==> src/sv/swbt_div.sv <==
// Pipelined restoring divider, one quotient bit per stage, lanes sharing one divisor.
module swbt_div #(
  parameter int LANES = 1,
  parameter int N_W   = 32,
  parameter int D_W   = 15,
  parameter int Q_W   = 16,
  parameter int SB_W  = 1
) (
  input  logic                        clk,
  input  logic                        rst_n,
  input  logic                        en,
  input  logic                        in_valid,
  input  logic [LANES-1:0][N_W-1:0]   in_num,
  input  logic [D_W-1:0]              in_den,
  input  logic [SB_W-1:0]             in_sb,
  output logic                        out_valid,
  output logic [LANES-1:0][Q_W-1:0]   out_quo,
  output logic [SB_W-1:0]             out_sb
);

  localparam int RW = D_W + 1;

  logic [Q_W-1:0]                v_r;
  logic [D_W-1:0]                den_r [Q_W];
  logic [LANES-1:0][RW-1:0]      rem_r [Q_W];
  logic [LANES-1:0][Q_W-1:0]     low_r [Q_W];
  logic [LANES-1:0][Q_W-1:0]     quo_r [Q_W];
  logic [SB_W-1:0]               sb_r  [Q_W];

  for (genvar g = 0; g < Q_W; g++) begin : g_stage
    logic                      p_v;
    logic [D_W-1:0]            p_den;
    logic [LANES-1:0][RW-1:0]  p_rem;
    logic [LANES-1:0][Q_W-1:0] p_low;
    logic [LANES-1:0][Q_W-1:0] p_quo;
    logic [SB_W-1:0]           p_sb;
    logic [LANES-1:0][RW:0]    t;
    logic [LANES-1:0]          ge;

    if (g == 0) begin : g_first
      always_comb begin
        for (int l = 0; l < LANES; l++) begin
          p_rem[l] = RW'(in_num[l] >> Q_W);
          p_low[l] = in_num[l][Q_W-1:0];
        end
      end
      assign p_v   = in_valid;
      assign p_den = in_den;
      assign p_quo = '0;
      assign p_sb  = in_sb;
    end else begin : g_next
      assign p_v   = v_r[g-1];
      assign p_den = den_r[g-1];
      assign p_rem = rem_r[g-1];
      assign p_low = low_r[g-1];
      assign p_quo = quo_r[g-1];
      assign p_sb  = sb_r[g-1];
    end

    always_comb begin
      for (int l = 0; l < LANES; l++) begin
        t[l]  = {p_rem[l], p_low[l][Q_W-1]};
        ge[l] = t[l] >= {2'b00, p_den};
      end
    end

    always_ff @(posedge clk) begin
      if (!rst_n) begin
        v_r[g] <= 1'b0;
      end else if (en) begin
        v_r[g] <= p_v;
      end
    end

    always_ff @(posedge clk) begin
      if (en) begin
        den_r[g] <= p_den;
        sb_r[g]  <= p_sb;
        for (int l = 0; l < LANES; l++) begin
          rem_r[g][l] <= ge[l] ? RW'(t[l] - {2'b00, p_den}) : RW'(t[l]);
          low_r[g][l] <= p_low[l] << 1;
          quo_r[g][l] <= {p_quo[l][Q_W-2:0], ge[l]};
        end
      end
    end
  end

  assign out_valid = v_r[Q_W-1];
  assign out_quo   = quo_r[Q_W-1];
  assign out_sb    = sb_r[Q_W-1];

endmodule

==> config.mk <==
export PLATFORM = sky130hd
export DESIGN_NAME = swbt_div
export DESIGN_NICKNAME = d
export VERILOG_FILES = /design/src/sv/swbt_div.sv
export SDC_FILE = /design/constraint.sdc
export NUM_CORES = 1
export LEC_CHECK = 0
export ABC_AREA = 1
export BUFFER_PORTS_ARGS = -buffer_cell sky130_fd_sc_hd__buf_2
export CORE_MARGIN = 5
export CORE_UTILIZATION = 35
export DETAILED_ROUTE_END_ITERATION = 6
export PLACE_DENSITY = 0.55
export SLEW_MARGIN = 5
export SYNTH_ARGS = -nofsm -noshare
export SYNTH_HDL_FRONTEND = slang
export SYNTH_SLANG_ARGS = --single-unit
==> constraint.sdc <==
create_clock -name clk -period 1.9 [get_ports clk]
set_input_delay 0.285 -clock clk [delete_from_list [all_inputs] [get_ports clk]]
set_output_delay 0.285 -clock clk [all_outputs]
set_load 0.05 [all_outputs]
==> results.sh, run 1 <==
export IMPL_status="finished, violations left"
export IMPL_violations="setup timing"
export IMPL_layout_nets=6761
export IMPL_die_area_um2=130000
export IMPL_hold_class="in -> reg"
export IMPL_switchingPower_mw=40.2
export IMPL_seqPwrFrac_pct=25.6
export IMPL_synth_distinct_cells=44
export IMPL_synth_compound_area_share_pct=1.90
export IMPL_die_w_um=361
export IMPL_cp_start_kind="flip-flop"
export IMPL_place_ws_ns=-0.464
export IMPL_final_common_cell="nand2_1"
export IMPL_powerDensity_nw_per_um2=1510
export IMPL_hold_ws_ns=0.0666
export IMPL_rsz0062_at_grt="true"
export IMPL_final_cell_count_no_fill=8154
export IMPL_ys_seq_elements=753
export IMPL_mostFrequentLayoutCells="1,226 x nand2_1, 1,148 x buf_4, 777 x inv_1"
export IMPL_fin_skew_ns=0.0347
export IMPL_p_comb_share_pct=57.6
export IMPL_synth_async_sr_flop_share_pct=0
export IMPL_finalPower_mw=102
export IMPL_post_route_util_pct=55.2
export IMPL_synth_enable_flop_cells=737
export IMPL_setup_viol=216
export IMPL_clockBufferDepth=3
export IMPL_diodes=0
export IMPL_swShare_pct=39.5
export IMPL_fp_dieH_um=361
export IMPL_grt_use_total_pct=18.4
export IMPL_fp_row_count=128
export IMPL_internal_power_mw=61.6
export IMPL_syn_instance_count=4944
export IMPL_fill_cells=10500
export IMPL_fmax_mhz=482
export IMPL_grt_pass1_vias=36500
export IMPL_post_dp_cell_area_um2=52500
export IMPL_muxShareOfSynthArea_pct=0
export IMPL_drc=0
export IMPL_area_growth_pct=56.4
export IMPL_synth_flop_cell="edfxtp_1"
export IMPL_dr_pass1_iters=6
export IMPL_finalWeightedCongestion=0.894
export IMPL_tightest_slew_ns=0.449
export IMPL_layout_drive_gt1_share_pct=46.2
export IMPL_synth_top_cell_area_share_pct=51.4
export IMPL_crit_type="reg -> reg"
export IMPL_finalHoldViolCount=0
export IMPL_h_tree_depth=3
export IMPL_vdd_drop_max_mv=0.805
export IMPL_drtIter0Drc=2300
export IMPL_wl_per_cell_um=15.7
export IMPL_synth_nets=5251
export IMPL_cts_tree="yes"
export IMPL_yosys_top_cells_area="edfxtp_1 51%, nand2_1 15%, inv_1 8.5%"
export IMPL_final_cell_area_um2=67400
export IMPL_rrSetupSlack_ns=-0.17
export IMPL_grt_pass1_wl_um=193000
export IMPL_synth_top_family_by_area="simple AND/OR/NAND/NOR gates"
export IMPL_maxSlewViolCount=0
export IMPL_synth_adder_area_share_pct=7.67
export IMPL_period_minus_slack_ns=2.07
export IMPL_period_share_pct=109
export IMPL_cts_clk_slew_worst_paths_ns=0.06
export IMPL_hpwl_um=87100
export IMPL_start_util_pct=35.3
export IMPL_multiInputGateArea_um2=24000
export IMPL_yosys_area_share_simple_pct=26.9
export IMPL_core_area_um2=122000
export IMPL_drt_total_wl_um=128000
export IMPL_syn_area_um2=43100
export IMPL_crit_path_max_fanout=6
export IMPL_clkPwrFrac_pct=16.8
export IMPL_synth_area_per_cell_um2=8.71
export IMPL_yosys_warnings=0
export IMPL_vias_per_cell=4.60
export IMPL_max_slew_margin_pct=70.0
export IMPL_worstSkewPairLatency_ns=0.70
export IMPL_cts_sinks=753
export IMPL_dp_cells=7541
export IMPL_io_buffers=69
export IMPL_antenna_left=0
export IMPL_cts_made_buffers=88
export IMPL_cp_required_ns=2.32
export IMPL_ios=70
export IMPL_grt_max_degree=42
export IMPL_max_cap_violations=0
export IMPL_num_vias=37500
export IMPL_synthXorXnorAreaFrac_pct=1.89
export IMPL_ys_seq_area_share_pct=52.1
export IMPL_yosys_area_top_type="edfxtp_1"
export IMPL_cp_arrival_ns=2.50
export IMPL_leakage_nw=31.5
export IMPL_grt_ovfl_total=0
export IMPL_totalNegativeSetupSlack_ns=-21.04
export IMPL_ff_latch_area_um2=22500
export IMPL_endpoint_kind="flip-flop"
export IMPL_cts_root_buf="clkbuf_16"
export IMPL_antenna_found_initial=1
export IMPL_setup_ws_ns=-0.174
flip-flops by register name (all words and copies together), names as in the netlist:
register     count
rem_r          240
den_r          225
quo_r          136
low_r          120
sb_r            16
g_stage.p_v     15
out_valid        1
metal layers:
layer	up-vias	track usage [%]	share of wire, %
met5	-	0	0
met1	17700	24.9	45
met3	194	2.21	3.6
met2	698	31.2	49
met4	0	5.22	2.5
li1	18900	-	-
synthesized netlist by cell type (2+ instances only):
cell and count:
a21oi_1 108, a21oi_2 4, and2_1 28, buf_12 4, buf_2 24, buf_4 6
buf_6 11, clkbuf_1 3, dfxtp_1 16, edfxtp_1 737, fa_1 15, ha_1 240
inv_1 979, inv_2 11, nand2_1 1748, nand2_2 66, nand2_4 24, nand2_8 3
nand3_1 374, nand3_2 19, nand3b_1 36, nand4_1 58, nor2_1 215, nor2_2 9
nor2_4 8, nor2b_1 5, nor3_1 28, nor3_2 5, nor3_4 2, nor3b_1 2
nor3b_2 2, nor4_4 3, o21ai_0 31, o21ai_1 3, o21bai_1 7, or2_1 7
or2_2 5, xnor2_1 15, xor2_1 78
power by group through the flow:
stage	Sequential (mW)	Combinational, mW	Clock (mW)
2_1_floorplan	24.6	22.6	0
3_3_place_gp	25.4	39.0	0
3_5_place_dp	25.5	39.2	0
4_1_cts	25.9	48.3	17.7
5_1_grt	26.3	63.8	18.4
6_report	26.0	58.7	17.2
worst paths after layout:
check	startpoint	endpoint	cells past startpoint
max	rem_r[1][4]	rem_r[1][17]	10
min reg2reg	sb_r[12]	sb_r[13]	0
max reg2reg	rem_r[1][4]	rem_r[1][17]	10
min	in_num[27]	rem_r[0][12]	4
cell type report:
| class | instances | area share [%] |
|---|---|---|
| repair buffers | 1437 | 18.1 |
| well taps | 1625 | 3.02 |
| clock inverters | 59 | 0.912 |
| flip-flops and latches | 753 | 33.3 |
| inverters | 990 | 5.59 |
| clock buffers | 106 | 3.45 |
| multi-input cells | 3184 | 35.6 |
worst max-delay path: stages (launching register included):
cell and delay [ns]:
edfxtp_1 0.49, ha_4 0.32, buf_4 0.12, nand2_2 0.11, nor2_2 0.18, nand2_4 0.08, nand2_4 0.09, nand2_8 0.12
buf_6 0.18, nand3_2 0.07, nand2_2 0.07
repair_timing:
item	in CTS	in global routing
gates cloned	33	15
hold endpoints to repair	76	1
gates resized for setup	844	972
endpoints found under the setup margin	237	255
pin swaps	259	441
hold buffers	43	1
setup buffers	199	167
logic make-up after synthesis:
group	Yosys count
xor gates and xnor gates	93
adders and majority gates	255
buffers and inverters	1039
AOI/OAI and AO/OA	156
DFF	753
and+or+nand+nor	2648
(Power assumes the default switching activity.)
==> inputs of run 2 (changes only) <==
--- a/config.mk
+++ b/config.mk
@@ -10,6 +10,7 @@
 export CORE_MARGIN = 5
 export CORE_UTILIZATION = 35
 export DETAILED_ROUTE_END_ITERATION = 6
+export GPL_TIMING_DRIVEN = 0
 export PLACE_DENSITY = 0.55
 export SLEW_MARGIN = 5
 export SYNTH_ARGS = -nofsm -noshare
==> results.sh, run 2 (same netlist as run 1, synthesis figures left out) <==
export IMPL_min_from="en"
export IMPL_cp_required_ns=2.35
export IMPL_powerDensity_nw_per_um2=1540
export IMPL_finalWeightedCongestion=0.888
export IMPL_grt_pass1_wl_um=178000
export IMPL_core_area_um2=122000
export IMPL_cp_arrival_ns=2.50
export IMPL_diodes=0
export IMPL_setup_viol=214
export IMPL_slowest_stage="edfxtp_1"
export IMPL_drtIter0Drc=2253
export IMPL_cp_start_kind="flip-flop"
export IMPL_final_common_cell="nand2_1"
export IMPL_io_buffers=69
export IMPL_final_cell_area_um2=61100
export IMPL_cts_clk_slew_worst_paths_ns=0.06
export IMPL_vdd_drop_max_mv=0.866
export IMPL_crit_path_max_fanout=5
export IMPL_cpMostUsedCell="nand2_2"
export IMPL_hpwl_um=75900
export IMPL_post_dp_cell_area_um2=45600
export IMPL_dp_cells=6645
export IMPL_largest_reg_flops=240
export IMPL_die_area_um2=130000
export IMPL_cp_buffers_inverters=3
export IMPL_fp_dieH_um=361
export IMPL_leakage_nw=28.2
export IMPL_cts_tree="yes"
export IMPL_drt_total_wl_um=115000
export IMPL_hold_ws_ns=0.0364
export IMPL_maxSlewViolCount=0
export IMPL_fin_skew_ns=0.0286
export IMPL_period_minus_slack_ns=2.05
export IMPL_antenna_left=0
export IMPL_fp_row_count=128
export IMPL_dr_pass1_iters=6
export IMPL_num_vias=34800
export IMPL_min_to="low_r[0][3]"
export IMPL_r2r_start="rem_r[1][27]"
export IMPL_grt_pass1_vias=33900
export IMPL_drc=0
export IMPL_whs_path_depth=1
export IMPL_critPathMaxStageDelay_ns=0.44
export IMPL_finalHoldViolCount=0
export IMPL_crit_type="reg -> reg"
export IMPL_worstSkewPairLatency_ns=0.70
export IMPL_violations="setup timing"
export IMPL_grt_max_degree=120
export IMPL_post_route_util_pct=50.1
export IMPL_grt_ovfl_total=0
export IMPL_clockBufferDepth=3
export IMPL_h_tree_depth=3
export IMPL_setup_ws_ns=-0.153
export IMPL_cts_made_buffers=88
export IMPL_layout_nets=6072
export IMPL_hold_class="in -> reg"
export IMPL_grt_use_total_pct=16.8
export IMPL_period_share_pct=108
export IMPL_rsz0062_at_grt="true"
export IMPL_ios=70
export IMPL_regMostFlops="rem_r"
export IMPL_endpoint_kind="flip-flop"
export IMPL_finalPower_mw=94.1
export IMPL_fmax_mhz=487
export IMPL_cts_sinks=753
export IMPL_top_regs="rem_r (240), den_r (225), quo_r (136)"
export IMPL_crit_chain="ha_4, buf_6, nand2_2, inv_2, nand2_1, nor2_1, nand2_1, nand2_2, nor2_4, nand2_8, clkbuf_16, nand2_4, nand2_2"
export IMPL_place_ws_ns=-0.840
export IMPL_start_util_pct=35.3
export IMPL_antenna_found_initial=0
export IMPL_path_delay_family="simple AND/OR/NAND/NOR gates"
export IMPL_rrSetupSlack_ns=-0.15
export IMPL_area_growth_pct=41.9
export IMPL_tightest_slew_ns=0.656
export IMPL_status="finished, violations left"
export IMPL_rr_endpoint="rem_r[1][37]"
export IMPL_max_cap_violations=0
export IMPL_vias_per_cell=4.67
export IMPL_reg2regPathDepth=13
export IMPL_cts_root_buf="clkbuf_16"
export IMPL_final_cell_count_no_fill=7460
export IMPL_max_slew_margin_pct=56.3
export IMPL_mostFrequentLayoutCells="1,188 x nand2_1, 759 x inv_1, 737 x edfxtp_1"
export IMPL_totalNegativeSetupSlack_ns=-15.69
export IMPL_wl_per_cell_um=15.5
export IMPL_die_w_um=361
export IMPL_layout_drive_gt1_share_pct=38.6
-- run 2: how the worst max path moves through the flow --
stage,endpoint,slack (ns),from,cells past startpoint
floorplan,rem_r[1][102],0.003,rem_r[1][93],9
global placement,g_stage[7].p_v,-13.41,en,5
detailed placement,quo_r[1][120],-0.84,en,4
CTS,rem_r[1][71],-0.13,den_r[11][14],10
global route,rem_r[1][75],-0.25,den_r[11][14],10
finish,rem_r[1][37],-0.15,rem_r[1][27],13
-- run 2: cell type report --
class	instances	area, um2
plain buffers	45	576
clock buffers	100	2270
clock inverters	60	617
fillers	11000	60900
inverters	990	3740
multi-input cells	3153	23000
flip-flops and latches	753	22500
well taps	1625	2030
repair buffers	734	6390
-- run 2: repair_timing --
item / 4_1_cts / 5_1_grt
hold buffers: 48 / 0
resized for setup: 1002 / 726
endpoints found under the setup margin: 322 / 280
endpoints found under the hold margin: 53 / 0
setup buffers: 421 / 165
pin swaps: 293 / 349
cloned: 20 / 8
-- run 2: layer usage --
layer  track usage (%)  part of all wire [%]
met2              28.2                    48
met1              22.7                    45
met5                 0                     0
met3              2.25                   4.1
met4              5.33                   2.8
-- run 2: where the power goes --
group,total [mW],switching [mW],internal (mW)
Sequential,26.0,2.80,23.2
Clock,17.0,6.98,9.97
Combinational,51.2,28.0,23.2
Total,94.1,37.8,56.3
==> inputs of run 3 (changes only) <==
--- a/config.mk
+++ b/config.mk
@@ -11,6 +11,7 @@
 export CORE_UTILIZATION = 35
 export DETAILED_ROUTE_END_ITERATION = 6
 export GPL_TIMING_DRIVEN = 0
+export MAX_ROUTING_LAYER = met4
 export PLACE_DENSITY = 0.55
 export SLEW_MARGIN = 5
 export SYNTH_ARGS = -nofsm -noshare
==> results.sh, run 3 (same netlist as run 1, synthesis figures left out) <==
export IMPL_antenna_left=0
export IMPL_vias_per_cell=4.60
export IMPL_h_tree_depth=3
export IMPL_setup_viol=215
export IMPL_grtUsageMet3_pct=2.33
export IMPL_mostFrequentLayoutCells="1,237 x nand2_1, 782 x inv_1, 737 x edfxtp_1"
export IMPL_setup_ws_ns=-0.234
export IMPL_fin_skew_ns=0.0228
export IMPL_drt_total_wl_um=114000
export IMPL_period_share_pct=112
export IMPL_drtIter0Drc=2070
export IMPL_grt_max_degree=101
export IMPL_fill_cells=11200
export IMPL_cts_root_buf="clkbuf_16"
export IMPL_grtUsageMet1_pct=22.6
export IMPL_critPathMaxStageDelay_ns=0.47
export IMPL_hold_class="in -> reg"
export IMPL_crit_type="reg -> reg"
export IMPL_max_slew_margin_pct=63.8
export IMPL_grt_use_total_pct=17.0
export IMPL_drc=0
export IMPL_leakage_nw=27.8
export IMPL_vdd_drop_max_mv=0.823
export IMPL_rsz0062_at_grt="true"
export IMPL_fp_dieH_um=361
export IMPL_worstSetupStartpoint="rem_r[1][61]"
export IMPL_die_area_um2=130000
export IMPL_start_util_pct=35.3
export IMPL_path_delay_family="simple AND/OR/NAND/NOR gates"
export IMPL_dr_pass1_iters=5
export IMPL_cp_arrival_ns=2.57
export IMPL_grt_pass1_vias=32000
export IMPL_layout_drive_gt1_share_pct=36.3
export IMPL_max_cap_violations=0
export IMPL_final_common_cell="nand2_1"
export IMPL_die_w_um=361
export IMPL_min_from="en"
export IMPL_largest_reg_flops=240
export IMPL_core_area_um2=122000
export IMPL_regMostFlops="rem_r"
export IMPL_diodes=0
export IMPL_layout_nets=6003
export IMPL_grt_busiest_layer="met2"
export IMPL_io_buffers=69
export IMPL_cts_clk_slew_worst_paths_ns=0.06
export IMPL_maxSlewViolCount=0
export IMPL_grt_met2_usage_pct=27.6
export IMPL_antenna_found_initial=0
export IMPL_grt_pass1_wl_um=173000
export IMPL_powerDensity_nw_per_um2=1530
export IMPL_num_vias=34000
export IMPL_clockBufferDepth=3
export IMPL_r2r_start="rem_r[1][61]"
export IMPL_wl_per_cell_um=15.5
export IMPL_cts_sinks=753
export IMPL_cp_buffers_inverters=1
export IMPL_post_route_util_pct=49.4
export IMPL_post_dp_cell_area_um2=45600
export IMPL_violations="setup timing"
export IMPL_final_cell_area_um2=60300
export IMPL_status="finished, violations left"
export IMPL_top_regs="rem_r (240), den_r (225), quo_r (136)"
export IMPL_fmax_mhz=469
export IMPL_fp_row_count=128
export IMPL_crit_chain="ha_4, a21oi_4, nor3b_4, nand2_2, nor2_4, nand2_8, buf_4, nand2_1, nand2_1"
export IMPL_finalHoldViolCount=0
export IMPL_period_minus_slack_ns=2.13
export IMPL_slowest_stage="edfxtp_1"
export IMPL_cts_made_buffers=89
export IMPL_grt_ovfl_total=0
export IMPL_finalWeightedCongestion=0.869
export IMPL_ios=70
export IMPL_area_growth_pct=40.1
export IMPL_worstSkewPairLatency_ns=0.70
export IMPL_crit_path_max_fanout=6
export IMPL_cp_required_ns=2.34
export IMPL_cp_start_kind="flip-flop"
export IMPL_ff_latch_area_um2=22500
export IMPL_cts_tree="yes"
export IMPL_hpwl_um=78000
export IMPL_cpMostUsedCell="nand2_1"
export IMPL_tightest_slew_ns=0.543
export IMPL_endpoint_kind="flip-flop"
export IMPL_multiInputGateArea_um2=22800
export IMPL_place_ws_ns=-1.42
-- run 3: changes by cell type in the layout (fill, tap and decap cells not counted), sizes merged --
| cell | change |
|---|---|
| inv | +1 |
| nand2 | +1 |
| dlygate4sd3 | +1 |
| bufbuf | +2 |
| clkbuf | +19 |
| bufinv | -3 |
| buf | -81 |
| clkinv | -5 |
-- run 3: power by group --
part | switching [mW] | internal [mW]
Sequential | 2.82 | 23.2
Clock | 6.92 | 9.84
Combinational | 27.5 | 22.2
Total | 37.2 | 55.2
-- run 3: path summary, 6_finish.rpt --
kind                  endpoint  slack [ns]  depth (start not counted)
setup / recovery  rem_r[1][66]       -0.23                          9
hold / removal     quo_r[0][0]        0.02                          1
setup reg to reg  rem_r[1][66]       -0.23                          9
hold reg to reg   low_r[0][74]        0.40                          0
-- run 3: cell type report --
cell class,instances,share of cell area (%)
repair buffers,660,9.57
clock inverters,53,0.819
inverters,990,6.19
flip-flops and latches,753,37.2
well taps,1625,3.37
plain buffers,48,1.03
multi-input cells,3154,37.9
clock buffers,112,3.94
-- run 3: through the flow --
step	TNS (ns)	hold slack [ns]	power [mW]	std cells
floorplan	0	0.384	47.2	4944
global placement	-8461.64	0.401	56.0	6638
detailed placement	-424.02	0.405	55.9	6645
CTS	-27.85	0.00256	81.4	7067
global route	-39.69	0.0159	98.6	7395
finish	-21.11	0.0170	92.4	7395
-- run 3: layer usage --
layer  up-vias  wire length, um  part of all wire [%]
met1     16000            51900                    45
met4         0             2330                   2.0
met2       622            55400                    48
li1      17300                -                     -
met5         -                0                     0
met3       147             4770                   4.2
-- run 3: what timing repair did --
item / 4_1_cts / 5_1_grt
gates resized for setup: 611 / 1027
hold buffers: 49 / 0
buffers inserted: 198 / 309
cloned: 11 / 20
endpoints found under the setup margin: 430 / 318
pin swaps: 141 / 385
endpoints found under the hold margin: 55 / 0
